<file path="src/framed_position_receiver_defines.svh">
// Assertion macros shared by the frame receiver RTL.
// Expects clk and rst_n in the scope of each use.
`ifndef FRAMED_POSITION_RECEIVER_DEFINES_SVH
`define FRAMED_POSITION_RECEIVER_DEFINES_SVH

// Consequent checked in the same cycle as the antecedent.
`define FPR_ASSERT_SAME(label, ante, cons) \
    label: assert property (@(posedge clk) disable iff (!rst_n) (ante) |-> (cons)) \
        else $error("fpr assertion failed");

// Consequent checked in the cycle after the antecedent.
`define FPR_ASSERT_NEXT(label, ante, cons) \
    label: assert property (@(posedge clk) disable iff (!rst_n) (ante) |=> (cons)) \
        else $error("fpr assertion failed");

`endif

</file>
<file path="src/fpr_pkg.sv">
// Package for the framed position receiver.
// Frame constants and the frame record type; no dependencies.
`default_nettype none

package fpr_pkg;

    localparam int PAYLOAD_BYTES = 10;

    localparam logic [7:0] START_BYTE_RESET = 8'd13;

    localparam logic [3:0] PHASE_HUNT = 4'd0;
    localparam logic [3:0] PHASE_LAST = 4'd10;

    localparam logic [15:0] TALLY_MAX = 16'hFFFF;

    typedef struct packed {
        logic [15:0] x_position;
        logic [15:0] y_position;
        logic [15:0] x_reference;
        logic [15:0] y_reference;
        logic [15:0] checksum;
        logic [15:0] bytes_taken;
    } frame_rec_t;

endpackage

`default_nettype wire

</file>
<file path="src/fpr_front.sv">
// Front end: start byte hunt, byte tally and frame assembly.
// Uses fpr_pkg and the assertion macros header.
`default_nettype none
`include "framed_position_receiver_defines.svh"

module fpr_front
(
    input  wire logic                clk,
    input  wire logic                rst_n,
    input  wire logic                cfg_valid,
    output logic                     cfg_ready,
    input  wire logic [7:0]          cfg_data,
    input  wire logic                push,
    output logic                     full,
    input  wire logic [7:0]          rx_byte,
    output logic                     rec_push,
    output fpr_pkg::frame_rec_t      rec_data,
    input  wire logic                rec_full
);
    import fpr_pkg::*;

    logic [7:0]  start_byte_reg;
    logic [3:0]  phase_reg, phase_next;
    logic [15:0] tally_reg, tally_next, tally_inc;
    logic [7:0]  bytes_reg [PAYLOAD_BYTES-1];
    logic        accept;
    logic        hunting;
    logic        closing;
    logic [3:0]  wr_idx;

    assign cfg_ready = 1'b1;
    assign hunting   = (phase_reg == PHASE_HUNT) || (phase_reg > PHASE_LAST);
    assign closing   = (phase_reg == PHASE_LAST);
    assign full      = closing && rec_full;
    assign accept    = push && !full;
    assign wr_idx    = phase_reg - 4'd1;
    assign tally_inc = (tally_reg == TALLY_MAX) ? tally_reg : tally_reg + 16'd1;

    always_comb
    begin
        phase_next = phase_reg;
        tally_next = tally_reg;
        if (accept)
        begin
            tally_next = tally_inc;
            if (hunting)
            begin
                phase_next = (rx_byte == start_byte_reg) ? 4'd1 : PHASE_HUNT;
            end
            else if (closing)
            begin
                phase_next = PHASE_HUNT;
                tally_next = '0;
            end
            else
            begin
                phase_next = phase_reg + 4'd1;
            end
        end
    end

    always_ff @(posedge clk or negedge rst_n)
    begin
        if (!rst_n)
        begin
            start_byte_reg <= START_BYTE_RESET;
            phase_reg      <= PHASE_HUNT;
            tally_reg      <= '0;
        end
        else
        begin
            if (cfg_valid && cfg_ready)
            begin
                start_byte_reg <= cfg_data;
            end
            phase_reg <= phase_next;
            tally_reg <= tally_next;
        end
    end

    // Hold payload bytes; the closing byte goes straight into the record.
    always_ff @(posedge clk)
    begin
        if (accept && !hunting && !closing)
        begin
            bytes_reg[wr_idx] <= rx_byte;
        end
    end

    assign rec_push               = accept && closing;
    assign rec_data.x_position    = {bytes_reg[0], bytes_reg[1]};
    assign rec_data.y_position    = {bytes_reg[2], bytes_reg[3]};
    assign rec_data.x_reference   = {bytes_reg[4], bytes_reg[5]};
    assign rec_data.y_reference   = {bytes_reg[6], bytes_reg[7]};
    assign rec_data.checksum      = {bytes_reg[8], rx_byte};
    assign rec_data.bytes_taken   = tally_inc;

    `FPR_ASSERT_NEXT(a_emit_returns_to_hunt, rec_push, phase_reg == PHASE_HUNT && tally_reg == 16'd0)
    `FPR_ASSERT_SAME(a_phase_in_range, 1'b1, phase_reg <= PHASE_LAST)

endmodule

`default_nettype wire

</file>
<file path="src/fpr_queue.sv">
// Short frame record queue between the front and back ends.
// Uses fpr_pkg and the assertion macros header.
`default_nettype none
`include "framed_position_receiver_defines.svh"

module fpr_queue
#(
    parameter int DEPTH = 2
)
(
    input  wire logic                clk,
    input  wire logic                rst_n,
    input  wire logic                wr_en,
    input  wire fpr_pkg::frame_rec_t wr_data,
    output logic                     q_full,
    input  wire logic                rd_en,
    output fpr_pkg::frame_rec_t      rd_data,
    output logic                     q_empty
);
    import fpr_pkg::*;

    localparam int PTR_W = (DEPTH > 1) ? $clog2(DEPTH) : 1;
    localparam int CNT_W = $clog2(DEPTH + 1);

    frame_rec_t        mem_reg [DEPTH];
    logic [PTR_W-1:0]  wr_ptr_reg, rd_ptr_reg;
    logic [CNT_W-1:0]  count_reg;
    logic              do_wr, do_rd;

    assign q_full  = (count_reg == CNT_W'(DEPTH));
    assign q_empty = (count_reg == '0);
    assign do_wr   = wr_en && !q_full;
    assign do_rd   = rd_en && !q_empty;
    assign rd_data = mem_reg[rd_ptr_reg];

    function automatic logic [PTR_W-1:0] ptr_adv(input logic [PTR_W-1:0] p);
        ptr_adv = (p == PTR_W'(DEPTH - 1)) ? '0 : p + PTR_W'(1);
    endfunction

    always_ff @(posedge clk or negedge rst_n)
    begin
        if (!rst_n)
        begin
            wr_ptr_reg <= '0;
            rd_ptr_reg <= '0;
            count_reg  <= '0;
        end
        else
        begin
            if (do_wr)
            begin
                wr_ptr_reg <= ptr_adv(wr_ptr_reg);
            end
            if (do_rd)
            begin
                rd_ptr_reg <= ptr_adv(rd_ptr_reg);
            end
            if (do_wr && !do_rd)
            begin
                count_reg <= count_reg + CNT_W'(1);
            end
            else if (do_rd && !do_wr)
            begin
                count_reg <= count_reg - CNT_W'(1);
            end
        end
    end

    always_ff @(posedge clk)
    begin
        if (do_wr)
        begin
            mem_reg[wr_ptr_reg] <= wr_data;
        end
    end

    `FPR_ASSERT_SAME(a_no_overflow, wr_en, !q_full)
    `FPR_ASSERT_SAME(a_no_underflow, rd_en, !q_empty)

endmodule

`default_nettype wire

</file>
<file path="src/fpr_back.sv">
// Back end: checksum and position check, result register.
// Uses fpr_pkg.
`default_nettype none

module fpr_back
(
    input  wire logic                clk,
    input  wire logic                rst_n,
    input  wire fpr_pkg::frame_rec_t rec_data,
    input  wire logic                rec_empty,
    output logic                     rec_pop,
    input  wire logic                pop,
    output logic                     empty,
    output logic [15:0]              x_position,
    output logic [15:0]              y_position,
    output logic [15:0]              x_reference,
    output logic [15:0]              y_reference,
    output logic                     frame_ok,
    output logic [15:0]              bytes_taken
);
    import fpr_pkg::*;

    logic        out_valid_reg;
    logic [15:0] x_pos_reg, y_pos_reg, x_ref_reg, y_ref_reg, taken_reg;
    logic        ok_reg;
    logic [15:0] sum;
    logic        ok_next;

    assign sum     = ~(rec_data.x_position + rec_data.y_position
                     + rec_data.x_reference + rec_data.y_reference);
    assign ok_next = (sum == rec_data.checksum) && (rec_data.x_position != '0)
                     && (rec_data.y_position != '0);
    assign rec_pop = !rec_empty && (!out_valid_reg || pop);

    always_ff @(posedge clk or negedge rst_n)
    begin
        if (!rst_n)
        begin
            out_valid_reg <= 1'b0;
        end
        else if (rec_pop)
        begin
            out_valid_reg <= 1'b1;
        end
        else if (pop)
        begin
            out_valid_reg <= 1'b0;
        end
    end

    always_ff @(posedge clk)
    begin
        if (rec_pop)
        begin
            x_pos_reg <= rec_data.x_position;
            y_pos_reg <= rec_data.y_position;
            x_ref_reg <= rec_data.x_reference;
            y_ref_reg <= rec_data.y_reference;
            taken_reg <= rec_data.bytes_taken;
            ok_reg    <= ok_next;
        end
    end

    assign empty       = !out_valid_reg;
    assign x_position  = x_pos_reg;
    assign y_position  = y_pos_reg;
    assign x_reference = x_ref_reg;
    assign y_reference = y_ref_reg;
    assign frame_ok    = ok_reg;
    assign bytes_taken = taken_reg;

endmodule

`default_nettype wire

</file>
<file path="src/framed_position_receiver.sv">
// Framed position receiver: takes one received byte per cycle while full is low, hunts
// for the start byte (cfg_data write, 13 after reset), then gathers ten bytes into x/y
// position, x/y reference and checksum and produces one result per frame. The byte input
// sustains one transfer every cycle; full rises only on a frame's closing byte while the
// frame queue holds QUEUE_DEPTH frames that the result side has not taken. A result passes
// through the frame queue and then the result register, which captures the checksum and
// position check; while the result side does not pop, it waits there.
// Uses fpr_pkg, fpr_front, fpr_queue and fpr_back.
`default_nettype none

module framed_position_receiver
#(
    parameter int QUEUE_DEPTH = 2
)
(
    input  wire logic        clk,
    input  wire logic        rst_n,
    input  wire logic        cfg_valid,
    output logic             cfg_ready,
    input  wire logic [7:0]  cfg_data,
    input  wire logic        push,
    output logic             full,
    input  wire logic [7:0]  rx_byte,
    input  wire logic        pop,
    output logic             empty,
    output logic [15:0]      x_position,
    output logic [15:0]      y_position,
    output logic [15:0]      x_reference,
    output logic [15:0]      y_reference,
    output logic             frame_ok,
    output logic [15:0]      bytes_taken
);
    import fpr_pkg::*;

    frame_rec_t wr_rec, rd_rec;
    logic       rec_push, rec_full, rec_pop, rec_empty;

    fpr_front u_front
    (
        .clk       (clk),
        .rst_n     (rst_n),
        .cfg_valid (cfg_valid),
        .cfg_ready (cfg_ready),
        .cfg_data  (cfg_data),
        .push      (push),
        .full      (full),
        .rx_byte   (rx_byte),
        .rec_push  (rec_push),
        .rec_data  (wr_rec),
        .rec_full  (rec_full)
    );

    fpr_queue #(.DEPTH(QUEUE_DEPTH)) u_queue
    (
        .clk     (clk),
        .rst_n   (rst_n),
        .wr_en   (rec_push),
        .wr_data (wr_rec),
        .q_full  (rec_full),
        .rd_en   (rec_pop),
        .rd_data (rd_rec),
        .q_empty (rec_empty)
    );

    fpr_back u_back
    (
        .clk         (clk),
        .rst_n       (rst_n),
        .rec_data    (rd_rec),
        .rec_empty   (rec_empty),
        .rec_pop     (rec_pop),
        .pop         (pop),
        .empty       (empty),
        .x_position  (x_position),
        .y_position  (y_position),
        .x_reference (x_reference),
        .y_reference (y_reference),
        .frame_ok    (frame_ok),
        .bytes_taken (bytes_taken)
    );

endmodule

`default_nettype wire

</file>
<file path="config.mk">
export PLATFORM = sky130hd
export DESIGN_NAME = framed_position_receiver
export DESIGN_NICKNAME = d
export VERILOG_FILES = /design/src/fpr_pkg.sv /design/src/fpr_front.sv /design/src/fpr_queue.sv /design/src/fpr_back.sv /design/src/framed_position_receiver.sv
export VERILOG_INCLUDE_DIRS = /design/src /design/src/src
export SDC_FILE = /design/constraint.sdc
export NUM_CORES = 1
export LEC_CHECK = 0
export ABC_AREA = 0
export BUFFER_PORTS_ARGS = -buffer_cell sky130_fd_sc_hd__buf_4
export CORE_MARGIN = 5
export CORE_UTILIZATION = 49
export DETAILED_ROUTE_END_ITERATION = 16
export PLACE_DENSITY = 0.67
export SYNTH_ARGS = -nofsm -noshare
export SYNTH_HDL_FRONTEND = slang
export SYNTH_SLANG_ARGS = --single-unit
export TNS_END_PERCENT = 20
</file>
<file path="constraint.sdc">
create_clock -name clk -period 18.8 [get_ports clk]
set_clock_uncertainty 0.2 [all_clocks]
set_input_delay 2.82 -clock clk [delete_from_list [all_inputs] [get_ports clk]]
set_output_delay 2.82 -clock clk [all_outputs]
set_load 0.02 [all_outputs]
</file>
---- Word level (Yosys, flattened, before mapping) ----
Memories as Yosys holds them, arrays and structs flattened.
Cells that the tools add are included.
storage, ports and cells
  flip-flop bits (word level) ............. 114
  memory bits (writable) .................. 264
  input port bits ......................... 21
  output and inout bits ................... 84
  logic and storage cells ................. 76
  memories kept ........................... 2
memory list
  memory             words  width  read ports  clocked after memory_dff  wr ports  line             RTL
  u_queue.mem_reg    2      96     1           0                         1         fpr_queue.sv:25  frame_rec_t mem_reg [DEPTH];
  u_front.bytes_reg  9      8      9           0                         1         fpr_front.sv:25  logic [7:0] bytes_reg [PAYLOAD_BYTES-1];
cells by class
  add/sub/neg operators ................... 10
  magnitude comparators ................... 1
  equality and inequality tests ........... 5
  multiplexer cells ....................... 16
  bitwise operators ....................... 1
  reductions and logical operators ........ 28
operator list
  cell                                                                 number
  16-bit adder                                                         3
  16-bit two-way mux                                                   3
  16-bit nonzero test                                                  2
  16-bit by 1-bit adder with 16-bit output (second input constant)     1
  16-bit equality test                                                 1
  16-bit equality test (second input constant)                         1
  16-bit NOT                                                           1
  1-bit logical AND                                                    12
  1-bit two-way mux                                                    9
  8-bit equality test                                                  1
  1-bit zero test                                                      8
  4-bit two-way mux                                                    2
  4-bit by 1-bit adder with 4-bit output (second input constant)       1
  4-bit equality test (second input constant)                          1
  4-bit > comparator (second input constant)                           1
  4-bit zero test                                                      1
  2-bit two-way mux                                                    2
  2-bit nonzero test                                                   2
  4-bit by 1-bit subtractor with 4-bit output (second input constant)  1
  1-bit adder (second input constant)                                  2
  2-bit by 1-bit adder with 2-bit output (second input constant)       1
  2-bit equality test (second input constant)                          1
  2-bit zero test                                                      1
  1-bit logical OR                                                     2
  2-bit by 1-bit subtractor with 2-bit output (second input constant)  1

---- Logic depth before layout (Yosys ltp) ----
Gate-level depths: netlist (run 1).
  word-level depth ........................ 10
  depth in mapped cells ................... 21
  mapped depth without buffers ............ 16

---- Cells and area by module ----
Synthesis (run 1) repeated with hierarchy kept, for this count alone.
second synthesis, totals
  cells, all modules ...................... 920
  area, all modules ....................... 15740.1 µm²
modules (own cells, without submodules)
  module     instances  cells an instance  area each (µm²)  seq. area each (µm²)
  fpr_queue  1          318                7241.9           5865.6
  fpr_back   1          295                4302.9           2457.4
  fpr_front  1          307                4195.3           2866.5

---- Worst setup path after synthesis (run 1) ----
OpenSTA, ideal clock, no wires.
  path type ............................... input to register
  start point ............................. input port push
  end point ............................... memory u_queue.mem_reg[0][0] (netlist bit), enable pin
  library setup time ...................... 0.552 ns
  arrival ................................. 7.252 ns
  required time ........................... 18.048 ns
  setup slack ............................. 10.796 ns
  stages .................................. 3
  path buffers ............................ 1
  path through ............................ clkbuf_1 nand3_1 nor2_1
between the ends
  word-level cells in the longest chain between the ends .. 5
ends and longest elaborated chain
  element                                  line                            RTL
  start, declared                          framed_position_receiver.sv:21  input wire logic push,
  1-bit logical AND                        fpr_front.sv:35                 assign accept = push && !full;
  1-bit logical AND                        fpr_front.sv:90                 assign rec_push = accept && closing;
  1-bit logical AND                        fpr_queue.sv:32                 assign do_wr = wr_en && !q_full;
  1-bit two-way mux                        fpr_queue.sv:71                 if (do_wr)
  1-bit two-way mux (not written as such)  fpr_queue.sv:73                 mem_reg[wr_ptr_reg] <= wr_data;
  end, declared                            fpr_queue.sv:25
No other way between the ends.

==> qor.json, run 1 <==
{
  "run_status": "finished clean",
  "gr-usage-all-layers": 0.173,
  "final-setup-viol-count": 0,
  "ys_seq_area_frac": 0.743,
  "final.period_utilization": 0.312,
  "postSynth.asyncResetShare": 0.0873,
  "slew_viols_final": 0,
  "hold-worst-slack_ps": 239,
  "power.static_leakage_uw": 0.00616,
  "fp.dieH_um": 185,
  "cts_tree": "built",
  "globalRoute.totalOverflow": 0,
  "seq_power_share": 0.377,
  "synth_warnings": 0,
  "cts_repair_resize_count": 0,
  "vdd_drop_max_v": 0.0000895,
  "drive_gt1_frac": 0.259,
  "path_common_cell": "sky130_fd_sc_hd__fa_1",
  "grt_max_degree": 80,
  "nNetsFinal": 1034,
  "synth.lib_cells_used.distinct": 56,
  "grt_first_pass_wirelength_um": 45000,
  "routed_wire_length_per_instance_um": 21.2,
  "fillCellCount": 2331,
  "drtIter0Drc": 491,
  "route.detailed.vias_per_inst": 5.40,
  "ys_dominant_reg_cell": "sky130_fd_sc_hd__edfxtp_1",
  "post-cts-setup-buffer-count": 0,
  "critPathSlowestCell": "sky130_fd_sc_hd__dfrtp_4",
  "core.rowCount": 64,
  "synthToLayoutAreaGrowth_pct": 15.8,
  "diodes": 0,
  "switching_share": 0.337,
  "cp-end-kind": "register",
  "clock_sinks": 378,
  "antenna_left": 0,
  "final_hold_viol_count": 0,
  "post_layout_min_period_ps": 5860,
  "tritoncts.num_buffers": 38,
  "path_type_of_the_worst_setup_path": "register to register",
  "critPathArrivalTime_ps": 5970,
  "drcViolationCount": 0,
  "maxSlewHeadroom": 0.159,
  "io-pin-count": 105,
  "worst-endpoint-required_ps": 18910,
  "route.final.wire_length_um": 29400,
  "path_max_fanout": 55,
  "detailroute.via_count": 7490,
  "worst_hold_path_type": "register to register",
  "max_slew.worst_pin.slew_ps": 1260,
  "intPower_uw": 2000,
  "cell_family_with_the_largest_share_of_critical_path_delay": "compound AO/OA/AOI/OAI gates",
  "dpl.hpwl_um": 19000,
  "cts-hold-fix-buffers": 0,
  "ctsLongestPathBuffers": 3,
  "core-area_um2": 30400,
  "placed_cell_area_um2": 16300,
  "critical_path_buf_inv_count": 1,
  "largest_reg_flops": 192,
  "synth_fp_nets": 911,
  "rsz0062_at_grt": "no",
  "synth_seq_cells": 378,
  "synth_enable_flop_cells": 345,
  "synthesis.instances": 843,
  "timing.fmax_mhz": 171,
  "critical_path_cell_by_cell": "buf_4 > mux2_2 > fa_1 > fa_1 > ha_1 > nand3_1 > nor2_1 > a2111oi_1 > o31ai_1 > a21oi_1 > o21bai_1 > xnor2_1 > a2111oi_2",
  "totalNegativeSetupSlack_ps": 0,
  "p_switching_uw": 1020,
  "drt_pass1_iterations": 5,
  "die_width_um": 185,
  "finalWeightedCongestion": 0.825,
  "antenna_found_initial": 1,
  "combinationalPowerShare": 0.384,
  "worstSkewPairLatency_ps": 520,
  "drv_cap": 0,
  "final_area_um2": 17400,
  "cts.htree.levels": 2,
  "power-per-cell-area_nw_per_um2": 173,
  "clock-root-buffer": "sky130_fd_sc_hd__clkbuf_16",
  "port_buffers": 103,
  "element_type_at_the_critical_path_start": "register",
  "syn-mean-instance-area_um2": 17.9,
  "max_stage_delay_ps": 970,
  "syn_area_um2": 15100,
  "die_area_um2": 34300,
  "first_global_vias": 7733,
  "worst_setup_hold_path_clk_slew_ps": 60,
  "initial_core_utilization": 0.495,
  "clockPowerShare": 0.238
}
## cells in the final DEF (no fill, tap or decap), types with 4 or more instances in the layout
cell type	n
sky130_fd_sc_hd__o31ai_1	7
sky130_fd_sc_hd__o21ai_0	22
sky130_fd_sc_hd__nor2b_1	4
sky130_fd_sc_hd__a21oi_1	15
sky130_fd_sc_hd__nor4_1	13
sky130_fd_sc_hd__dfrtp_1	29
sky130_fd_sc_hd__clkbuf_1	13
sky130_fd_sc_hd__edfxtp_1	345
sky130_fd_sc_hd__ha_1	17
sky130_fd_sc_hd__nand3_1	12
sky130_fd_sc_hd__nand2b_1	8
sky130_fd_sc_hd__mux2i_1	21
sky130_fd_sc_hd__buf_4	107
sky130_fd_sc_hd__a22o_1	6
sky130_fd_sc_hd__inv_1	24
sky130_fd_sc_hd__nand3b_1	4
sky130_fd_sc_hd__fa_1	30
sky130_fd_sc_hd__a21o_1	6
sky130_fd_sc_hd__nor2_1	35
sky130_fd_sc_hd__nor3_1	5
sky130_fd_sc_hd__xnor2_1	40
sky130_fd_sc_hd__clkbuf_16	39
sky130_fd_sc_hd__or3_1	4
sky130_fd_sc_hd__nand4_1	11
sky130_fd_sc_hd__nand2_1	25
sky130_fd_sc_hd__xor2_1	13
sky130_fd_sc_hd__clkinv_1	4
sky130_fd_sc_hd__mux2_2	84
## per-layer routing
layer / vias up / wire length [um] / track usage
li1: 3456 / - / -
met1: 3797 / 12700 / 0.237
met2: 187 / 14700 / 0.288
met3: 50 / 1290 / 0.0279
met4: 0 / 718 / 0.0546
met5: - / 0 / 0
## layout make-up
| cell class | instances | area [um2] | share of cell area |
|---|---|---|---|
| sequential | 378 | 11200 | 0.642 |
| multi-input combinational | 416 | 3680 | 0.211 |
| clock buffer | 53 | 1040 | 0.0596 |
| timing repair buffer | 107 | 803 | 0.0461 |
| tap | 396 | 495 | 0.0284 |
| clock inverter | 11 | 131 | 0.00754 |
| inverter | 25 | 95.1 | 0.00545 |
## cells by family after synthesis
group	synth area share
fa+ha+maj	0.0540
flops	0.743
mux	0.0778
buf+inv	0.0143
xor+xnor	0.0334
compound gates	0.0307
simple gates	0.0466
other cells	0.000249
## synthesized netlist by cell type, drive strengths merged (2+ instances only)
master     n  area (um2)
a2111oi    2        25.0
a21o       6        45.0
a21oi     15        75.1
a22o       6        52.6
a31oi      3        18.8
and3       3        18.8
buf       15        86.3
clkbuf     9        35.0
dfrtp     30         751
dfstp      3        78.8
edfxtp   345       10400
fa        30         601
ha        17         213
inv       25        93.8
mux2      85         961
mux2i     21         210
nand2     25        93.8
nand2b     8        50.1
nand3     13        70.1
nand3b     4        30.0
nand4     11        68.8
nor2      36         135
nor2b      4        25.0
nor3       7        35.0
nor4      14        93.8
o21ai     22         110
o31ai      7        52.6
or3        4        25.0
or3b       3        26.3
xnor2     41         367
xor2      13         114
## per-stage QoR
stage	std cells	total power [uW]	utilization	setup slack [ps]
final	1386	3020	0.573	12940
after detailed placement	1322	2320	0.534	12870
after global routing	1386	3200	0.573	12570
after global placement	1322	2310	0.534	13050
after CTS	1386	3050	0.573	12870
after floorplan	843	1980	-	10800
## power groups by stage
stage	logic (uW)	registers, uW	clock network, uW
finish	1160	1140	719
global route	1270	1150	775
CTS	1170	1140	737
detailed placement	1160	1160	0
global placement	1150	1150	0
floorplan	785	1200	0
## worst register-to-register path, delay by kind of cell, from the launching register on
family	cells	cell delay [ps]
compound gates	5	1620
fa+ha+maj	3	1410
flops	1	970
buf+inv	1	710
mux	1	440
simple gates	2	160
xor+xnor	1	160
## worst paths after layout
kind | slack, ps | from | to | cells after the start
min reg2reg | 240 | u_front.bytes_reg[2][6] | u_queue.mem_reg[1][78] | 0
max reg2reg | 12940 | u_queue.rd_ptr_reg | u_back.frame_ok | 13
min in group asynchronous | 2050 | rst_n | u_front.tally_reg[14] | 1
max | 12940 | u_queue.rd_ptr_reg | u_back.frame_ok | 13
max in group asynchronous | 15970 | rst_n | u_queue.rd_ptr_reg | 1
min | 240 | u_front.bytes_reg[2][6] | u_queue.mem_reg[1][78] | 0
Note: power is estimated with default switching activity, not from simulation.
==> inputs of run 2 (changes only) <==
clock period = 5.7 ns   (was 18.8 ns; I/O delays follow)
==> run 2 against run 1 <==
Maximum frequency increased by 16%. Combinational power grew to 3.4 times the previous value. Register-to-register slack worse by 12000 ps. Non-clock buffer count grew 7. Worst setup slack got worse by 12000 ps. Clock power grew to 3.3 times the previous value. Core utilization up 0.23 points. Flip-flop and latch count unchanged. Critical endpoint unchanged.
==> qor.json, run 2 (synthesis gave the netlist of run 1 again) <==
{
  "run_status": "finished clean",
  "dpl.hpwl": {"value": 19400, "unit": "um", "change": "+2.2%"},
  "slew_viols_final": {"value": 0, "change": "unchanged"},
  "final_cell_mix": "345 x sky130_fd_sc_hd__edfxtp_1, 113 x sky130_fd_sc_hd__buf_4, 84 x sky130_fd_sc_hd__mux2_2, 40 x sky130_fd_sc_hd__xnor2_1, 39 x sky130_fd_sc_hd__clkbuf_16",
  "cts.htree.levels": {"value": 2, "change": "unchanged"},
  "globalRoute.totalOverflow": {"value": 0, "change": "unchanged"},
  "post-cts-setup-buffer-count": {"value": 0, "change": "unchanged"},
  "drt_pass1_iterations": {"value": 4, "change": "-1"},
  "detailroute.via_count": {"value": 7591, "change": "+1.3%"},
  "post-place-ws": {"value": 604, "unit": "ps", "change": "-12260 ps"},
  "power.static_leakage": {"value": 0.00619, "unit": "uW", "change": "+0.58%"},
  "nNetsFinal": {"value": 1041, "change": "+0.68%"},
  "final.period_utilization": {"value": 0.887, "change": "+0.575"},
  "grt_first_pass_wirelength": {"value": 45800, "unit": "um", "change": "+1.7%"},
  "final_hold_viol_count": {"value": 0, "change": "unchanged"},
  "worst_r2r_endpoint": "u_back.frame_ok",
  "clock_sinks": {"value": 378, "change": "unchanged"},
  "core-area": {"value": 30400, "unit": "um2", "change": "unchanged"},
  "rr_startpoint": "u_queue.rd_ptr_reg",
  "port_buffers": {"value": 103, "change": "unchanged"},
  "core.rowCount": {"value": 64, "change": "unchanged"},
  "totalNegativeSetupSlack": {"value": 0, "unit": "ps", "change": "unchanged"},
  "routed_wire_length_per_instance": {"value": 21.2, "unit": "um", "change": "about the same"},
  "vdd_drop_max": {"value": 0.000352, "unit": "V", "change": "+290%"},
  "cts_repair_resize_count": {"value": 0, "change": "unchanged"},
  "largest_reg_flops": {"value": 192, "change": "unchanged"},
  "r2r_cells": {"value": 13, "change": "unchanged"},
  "first_global_vias": {"value": 7880, "change": "+1.9%"},
  "final_cell_count_no_fill": {"value": 1398, "change": "+0.87%"},
  "regToRegSetupSlack": {"value": 640, "unit": "ps", "change": "-12300 ps"},
  "drv_cap": {"value": 0, "change": "unchanged"},
  "antenna_found_initial": {"value": 0, "change": "-1"},
  "clock-root-buffer": "sky130_fd_sc_hd__clkbuf_16",
  "gr-usage-all-layers": {"value": 0.175, "change": "+0.00232"},
  "timing.critical_path.to": "u_back.frame_ok",
  "drive_gt1_frac": {"value": 0.262, "change": "+0.00389"},
  "most_common_library_cell_in_the_layout_ignoring_fill_and_taps": "sky130_fd_sc_hd__edfxtp_1",
  "cp-end-kind": "register",
  "element_type_at_the_critical_path_start": "register",
  "initial_core_utilization": {"value": 0.495, "change": "unchanged"},
  "route.final.wire_length": {"value": 29600, "unit": "um", "change": "+0.83%"},
  "maxSlewHeadroom": {"value": 0.116, "change": "-0.0427"},
  "drtIter0Drc": {"value": 580, "change": "+18%"},
  "die_area": {"value": 34300, "unit": "um2", "change": "unchanged"},
  "post_layout_min_period": {"value": 5060, "unit": "ps", "change": "-804 ps"},
  "path_max_fanout": {"value": 43, "change": "-22%"},
  "finalWeightedCongestion": {"value": 0.833, "change": "+0.91%"},
  "ctsLongestPathBuffers": {"value": 3, "change": "unchanged"},
  "worst_setup_hold_path_clk_slew": {"value": 60, "unit": "ps", "change": "about the same"},
  "worstSkewPairLatency": {"value": 530, "unit": "ps", "change": "about the same"},
  "fp.dieH": {"value": 185, "unit": "um", "change": "unchanged"},
  "rsz0062_at_grt": "no",
  "critPathArrivalTime": {"value": 5180, "unit": "ps", "change": "-790 ps"},
  "worst_hold_path_type": "input port to async pin",
  "cts-hold-fix-buffers": {"value": 0, "change": "unchanged"},
  "io-pin-count": {"value": 105, "change": "unchanged"},
  "fin_ws": {"value": 645, "unit": "ps", "change": "-12300 ps"},
  "final-setup-viol-count": {"value": 0, "change": "unchanged"},
  "diodes": {"value": 0, "change": "unchanged"},
  "power-per-cell-area": {"value": 570, "unit": "nW/um2", "change": "+230%"},
  "route.detailed.vias_per_inst": {"value": 5.43, "change": "+0.48%"},
  "fin_total_pwr": {"value": 9970, "unit": "uW", "change": "+230%"},
  "timing.fmax": {"value": 198, "unit": "MHz", "change": "+16%"},
  "place_inst": {"value": 1329, "change": "+0.53%"},
  "cts_tree": "built",
  "max_slew.worst_pin.slew": {"value": 1320, "unit": "ps", "change": "+63.8 ps"},
  "path_type_of_the_worst_setup_path": "register to register",
  "synthToLayoutAreaGrowth_pct": 16.2,
  "antenna_left": {"value": 0, "change": "unchanged"},
  "drcViolationCount": {"value": 0, "change": "unchanged"},
  "worst-endpoint-required": {"value": 5820, "unit": "ps", "change": "-13090 ps"},
  "grt_max_degree": {"value": 49, "change": "-39%"},
  "tritoncts.num_buffers": {"value": 38, "change": "unchanged"},
  "critical_path.startpoint": "u_queue.rd_ptr_reg",
  "die_width": {"value": 185, "unit": "um", "change": "unchanged"}
}
-- run 2: cell count changes in the layout (fill, tap and decap cells not counted), sizes merged --
| cell | change |
|---|---|
| bufinv | -2 |
| inv | -1 |
| clkinvlp | +1 |
| clkinv | +7 |
| buf | +7 |
-- run 2: power breakdown --
group	switching [uW]	total, uW	internal (uW)
clock	998	2340	1350
combinational	2180	3900	1720
sequential	223	3730	3510
total	3400	9970	6570
-- run 2: layer usage --
metal,track usage,wire length (um),share of wire
met4,0.0449,654,0.022
met5,0,0,0
met2,0.293,14800,0.50
met1,0.242,12700,0.43
met3,0.0302,1430,0.048
-- run 2: final cells by class --
cell class,instances,area [um2]
clock buffers,53,1060
clock inverters,16,120
fillers,2308,12900
inverters,25,95.1
multi-input cells,416,3670
flip-flops and latches,378,11200
well taps,396,495
repair buffers,114,868
-- run 2: worst min-delay path by stage --
| stage | endpoint | slack (ps) |
|---|---|---|
| final | u_front.tally_reg[1] | 90 |
| after global routing | u_front.tally_reg[1] | 110 |
| after CTS | u_front.tally_reg[1] | 100 |
| after detailed placement | u_queue.mem_reg[0][95] | 230 |
| after global placement | u_queue.mem_reg[0][79] | 220 |
| after floorplan | u_queue.mem_reg[0][24] | 220 |
-- run 2: per-stage QoR --
step	util	hold slack (ps)	instance area [um2]
6_report	0.575	89.3	17500
5_1_grt	0.575	106	17500
4_1_cts	0.575	97.4	17500
3_5_place_dp	0.536	229	16300
3_3_place_gp	0.536	222	16300
2_1_floorplan	-	221	15100
-- run 2: worst max-delay path, cell delays in order, from the launching register on --
cell and delay, ps:
sky130_fd_sc_hd__dfrtp_4 840, sky130_fd_sc_hd__buf_4 550, sky130_fd_sc_hd__mux2_2 410, sky130_fd_sc_hd__fa_1 510, sky130_fd_sc_hd__fa_1 420, sky130_fd_sc_hd__ha_1 380
sky130_fd_sc_hd__a21o_1 220, sky130_fd_sc_hd__a21o_1 170, sky130_fd_sc_hd__a21oi_1 230, sky130_fd_sc_hd__nor2_1 70, sky130_fd_sc_hd__nor4_1 240, sky130_fd_sc_hd__and4_1 210
sky130_fd_sc_hd__nand4_1 90, sky130_fd_sc_hd__a2111oi_2 280
